### config.mk
export PLATFORM = sky130hd
export DESIGN_NAME = chtkv_ctrl
export DESIGN_NICKNAME = d
export VERILOG_FILES = /design/src/hw/rtl/chtkv_pkg.sv /design/src/hw/rtl/chtkv_ctrl.sv
export SDC_FILE = /design/constraint.sdc
export NUM_CORES = 1
export LEC_CHECK = 0
export ABC_AREA = 1
export ABC_CLOCK_PERIOD_IN_PS = 2100
export BUFFER_PORTS_ARGS = -buffer_cell sky130_fd_sc_hd__buf_2
export CORE_AREA = 2 2 39 41
export CTS_CLUSTER_SIZE = 10
export DETAILED_ROUTE_END_ITERATION = 12
export DIE_AREA = 0 0 41 43
export GPL_ROUTABILITY_DRIVEN = 0
export PLACE_DENSITY_LB_ADDON = 0.3
export SLEW_MARGIN = 10
export SYNTH_ARGS = -nofsm -noshare
export SYNTH_HDL_FRONTEND = slang
export SYNTH_SLANG_ARGS = --single-unit
### constraint.sdc
create_clock -name clk -period 2.1 [get_ports clk]
set_clock_uncertainty 0.1 [all_clocks]
set_input_delay 0.315 -clock clk [delete_from_list [all_inputs] [get_ports clk]]
set_output_delay 0.315 -clock clk [all_outputs]
set_load 0.02 [all_outputs]
### src/hw/rtl/chtkv_pkg.sv
`default_nettype none

package chtkv_pkg;

  // default table geometry
  localparam int BUCKETS_DEF    = 16;
  localparam int WAYS_DEF       = 4;
  localparam int KEY_BITS_DEF   = 32;
  localparam int VALUE_BITS_DEF = 32;

  // fixed field widths on the ports
  localparam int TYPE_W  = 2;
  localparam int KEY_W   = 32;
  localparam int VALUE_W = 32;
  localparam int STAT_W  = 3;
  localparam int COUNT_W = 7;

  // request codes
  typedef enum logic [TYPE_W-1:0] {
    OP_INSERT = 2'd0,
    OP_LOOKUP = 2'd1,
    OP_REMOVE = 2'd2,
    OP_CLEAR  = 2'd3
  } op_e_t;

  // result status codes
  typedef enum logic [STAT_W-1:0] {
    STS_INSERTED  = 3'd0,
    STS_UPDATED   = 3'd1,
    STS_FOUND     = 3'd2,
    STS_NOT_FOUND = 3'd3,
    STS_REMOVED   = 3'd4,
    STS_FULL      = 3'd5,
    STS_CLEARED   = 3'd6
  } status_e_t;

  // input item
  typedef struct packed {
    logic [TYPE_W-1:0]  req_type;
    logic [KEY_W-1:0]   req_key;
    logic [VALUE_W-1:0] req_value;
  } req_t;

  // result item
  typedef struct packed {
    logic [STAT_W-1:0]  status;
    logic [VALUE_W-1:0] found_value;
    logic [COUNT_W-1:0] entry_count;
    logic               table_empty;
  } rsp_t;

  // controller to datapath commands
  typedef struct packed {
    logic capture;    // latch request, start bucket index
    logic hash_step;  // one remainder step of the bucket index
    logic rd_in;      // read bucket row addressed by incoming key
    logic rd_hold;    // read bucket row addressed by latched bucket
    logic exec;       // compare, write back, load result
  } dp_cmd_t;

  // datapath to controller status
  typedef struct packed {
    logic hash_done;
  } dp_sts_t;

endpackage

`default_nettype wire

### src/hw/rtl/chtkv_ctrl.sv
`default_nettype none

module chtkv_ctrl import chtkv_pkg::*; #(
  parameter int BUCKETS = BUCKETS_DEF
) (
  input  wire logic    clk,
  input  wire logic    rst_n,
  input  wire logic    in_valid,
  output logic         in_ready,
  output logic         out_valid,
  input  wire logic    out_ready,
  output dp_cmd_t      cmd,
  input  wire dp_sts_t sts
);

  localparam bit POW2 = ((BUCKETS & (BUCKETS - 1)) == 0);

  typedef enum logic [2:0] {
    ST_IDLE = 3'b001,
    ST_HASH = 3'b010,
    ST_EXEC = 3'b100
  } state_t;

  state_t state_r, state_nxt;
  logic   out_valid_r, out_valid_nxt;
  logic   out_free;

  assign in_ready  = (state_r == ST_IDLE);
  assign out_valid = out_valid_r;
  assign out_free  = !out_valid_r || out_ready;

  // next state and commands
  always_comb begin
    state_nxt = state_r;
    cmd       = '0;
    unique case (state_r)
      ST_IDLE: begin
        if (in_valid) begin
          cmd.capture = 1'b1;
          if (POW2) begin
            cmd.rd_in = 1'b1;
            state_nxt = ST_EXEC;
          end else begin
            state_nxt = ST_HASH;
          end
        end
      end
      ST_HASH: begin
        if (sts.hash_done) begin
          cmd.rd_hold = 1'b1;
          state_nxt   = ST_EXEC;
        end else begin
          cmd.hash_step = 1'b1;
        end
      end
      ST_EXEC: begin
        if (out_free) begin
          cmd.exec  = 1'b1;
          state_nxt = ST_IDLE;
        end
      end
      default: state_nxt = ST_IDLE;
    endcase
  end

  // result valid flag
  always_comb begin
    priority if (cmd.exec) begin
      out_valid_nxt = 1'b1;
    end else if (out_ready) begin
      out_valid_nxt = 1'b0;
    end else begin
      out_valid_nxt = out_valid_r;
    end
  end

  always_ff @(posedge clk) begin
    if (!rst_n) begin
      state_r     <= ST_IDLE;
      out_valid_r <= 1'b0;
    end else begin
      state_r     <= state_nxt;
      out_valid_r <= out_valid_nxt;
    end
  end

endmodule

`default_nettype wire

-- Word level (Yosys, flattened, before mapping)
Cells that the tools add are included.
- register bits: 4
- input bits: 5
- output and inout port bits: 7
- logic and storage cells: 26
- eq/ne operators: 6
- multiplexer cells: 14
- reductions and logical operators: 4
- operators with widths (operator ; count):
    $mux W1 ; 10
    $mux W3 ; 3
    $pmux W3 S3 ; 1
    $ne A2 B2 Y1 const B ; 3
    $eq A3 B1 Y1 const B ; 1
    $eq A3 B2 Y1 const B ; 1
    $eq A3 B3 Y1 const B ; 1
    $reduce_and A3 Y1 ; 1
    $reduce_bool A2 Y1 ; 1
    $logic_not A1 Y1 ; 1
    $logic_or A1 B1 Y1 ; 1

-- Logic depth before layout (Yosys ltp)
- depth in word-level cells: 5
- depth in mapped cells: 5
- gate-level depth less buffers: 5

-- Worst setup path before layout
Ideal clock, no wire load.
- path kind: reg2out
- start point: register state_r[2]
- end point: output port cmd[4] (netlist bit)
- data arrival time: 0.827 ns
- setup slack: 0.858 ns
- cell stages (with the launch flop): 5
- path buffers: 1
- cells stage by stage: dfxtp_1 > inv_1 > nand3_2 > inv_1 > buf_4
- RTL lines (element ; RTL line ; text):
    start, declared ; chtkv_ctrl.sv:24 ; state_t state_r, state_nxt;
    start signal, assigned ; chtkv_ctrl.sv:82 ; state_r <= state_nxt;
    end, declared ; chtkv_ctrl.sv:12 ; output dp_cmd_t cmd,

==> impl_metrics.yaml <==
cells_and_area:
  final-instance-count-excl-fill: 48
  drive_gt1_share_pct: 50.0
  regArea_um2: 60.1
  syn2layout_area_growth_pct: 33.6
  design_area_um2: 239
  antenna_cells: 0
  multiInputGateArea_um2: 73.8
  fill_cells: 169
  nNetsFinal: 38
synthesis:
  yosysMostFrequentCell: "inv_1"
  synth-simple-area-share_pct: 28.0
  synth_top_family_by_area: "simple AND/OR/NAND/NOR gates"
  seq_area_frac_synth_pct: 33.6
  synth_top_cell_by_area: "dfxtp_1"
  synth_cells: 23
  synth_area_leaders: "dfxtp_1 (34%), buf_4 (17%), inv_1 (10%), nand2_1 (6.3%), nor2_4 (6.3%)"
  synthMuxAreaShare_pct: 0
  yosys_warnings: 0
  synth-compound-area-share_pct: 9.09
  ys_types: 12
  synthAdderAreaFrac_pct: 0
  yosys.area.top_type_share_pct: 33.6
  synthFlopType: "dfxtp_1"
  syn_area_um2: 179
  synth-edff-count: 0
  synth_seq_cells: 3
  avgSynthCellArea_um2: 7.78
  synth_common_cells: "inv_1 (5), buf_4 (4), dfxtp_1 (3), nand2_1 (3)"
  async_reset_ff_share_pct: 0
  synth-xor-area-share_pct: 0
drt:
  remaining_drc_errors: 0
  vias_per_cell: 2.94
  drtIter0Drc: 0
  detail-route-antenna-nets: 0
  drt_wl_total_um: 292
  first_pass_iters: 1
  post_drt_wl_per_cell_um: 6.08
  dr_total_vias: 141
worst_hold_path:
  hold_class: "in -> reg"
clock_tree:
  cts_root_buf: "clkbuf_4"
  cts_tree: "built"
  clk_latency_ns: 0.23
  cts_hold_buffers: 0
  path_clk_slew_ns: 0.04
  cts_buffers: 3
  cts_setup_buffers: 0
  htreeDepth: 1
  cts.sinks: 3
  ctsResizeCount: 0
  clock_path_buffers: 2
timing:
  tns_ns: 0
  hold_viol: 0
  fin_crit_sh_pct: 66.7
  post-route-min-period_ns: 1.40
  setup_viol: 0
  fmax_mhz: 714
  fin_hold_ws_ns: 0.181
  finalMaxSlewViolations: 0
  rsz0062_at_grt: "no"
placed_design:
  placedCellCount: 44
  hpwl_um: 251
  place_area_um2: 213
  port_buffers: 8
setup_path:
  path_cells: "inv_1 > nand3_2 > inv_1 > buf_2"
  start_kind: "flop"
  cp.required_ns: 1.68
  path_delay_family: "buffers and inverters"
  critPathMaxStageDelay_ns: 0.29
  cp_data_arrival_time_ns: 0.99
  crit_top_cell: "inv_1"
  cp_slowest_cell: "dfxtp_1"
  cp-end-kind: "output port"
  crit_type: "reg -> out"
  crit_buf_inv: 3
  crit_fanout: 4
floorplan:
  fp.dieH_um: 43
  row_count: 14
  dieArea_um2: 1760
  start_util_pct: 12.9
  core_area_um2: 1380
  die_w_um: 41
  boundaryPins: 12
grt:
  antenna_found_initial: 0
  overflow: 0
  grt_max_degree: 5
  grt_usage_pct: 5.01
  grt_pass1_wl_um: 469
  grt_pass1_vias: 138
outcome:
  outcome: "finished, final reports clean"
run:
  maxCapViolCount: 0
power:
  leakage_nw: 0.126
  power_density_nw_per_um2: 806
  ir_drop_mv: 0.142
[sequential cells by signal, summed over array words and instances (netlist names)]
name       flops
out_valid      1
state_r        2
[kinds of logic after synthesis]
kind of cell    count (synthesis)
compound gates                  2
buf+inv                         9
flops                           3
other cells                     1
simple gates                    8
[final timing paths]
path	depth (start not counted)	slack, ns	start	end
setup / recovery	4	0.70	state_r[2]	cmd[2]
hold reg to reg	2	0.45	state_r[0]	state_r[2]
setup reg to reg	5	1.23	state_r[2]	state_r[0]
hold / removal	2	0.18	rst_n	state_r[0]
[area by class of cell]
| cell class | count | area share, % |
|---|---|---|
| Tap cell | 16 | 8.38 |
| Timing Repair Buffer | 8 | 16.8 |
| Multi-Input combinational cell | 12 | 30.9 |
| Clock buffer | 4 | 11.0 |
| Sequential cell | 3 | 25.1 |
| Inverter | 5 | 7.85 |
[per-stage QoR]
| stage | util (%) | power [W] | setup slack, ns |
|---|---|---|---|
| floorplan | - | 0.0000892 | 0.858 |
| global placement | 15.4 | 0.0000942 | 0.921 |
| detailed placement | 15.4 | 0.0000943 | 0.917 |
| CTS | 17.3 | 0.000199 | 0.675 |
| global route | 17.3 | 0.000207 | 0.599 |
| finish | 17.3 | 0.000193 | 0.699 |
[metal layers]
metal,vias to the layer above,track usage [%],part of all wire [%]
met5,-,0,0
met4,0,8.00,0
met3,0,4.71,14
met2,6,4.69,49
met1,55,4.46,37
li1,80,-,-
[cell usage in the layout (no fill, tap or decap), drive strengths merged]
master / n
inv: 5
o21a: 1
conb: 2
nor3: 1
nand2: 4
nor2: 2
a21oi: 1
nand3: 1
buf: 8
clkbuf: 4
dfxtp: 3
[report_power, final]
group / switching [W] / total [W] / internal [W]
clock: 0.0000286 / 0.0000997 / 0.0000711
combinational: 0.0000209 / 0.0000310 / 0.0000100
sequential: 0.00000185 / 0.0000619 / 0.0000601
No activity file was read; power rests on OpenSTA's default activity.
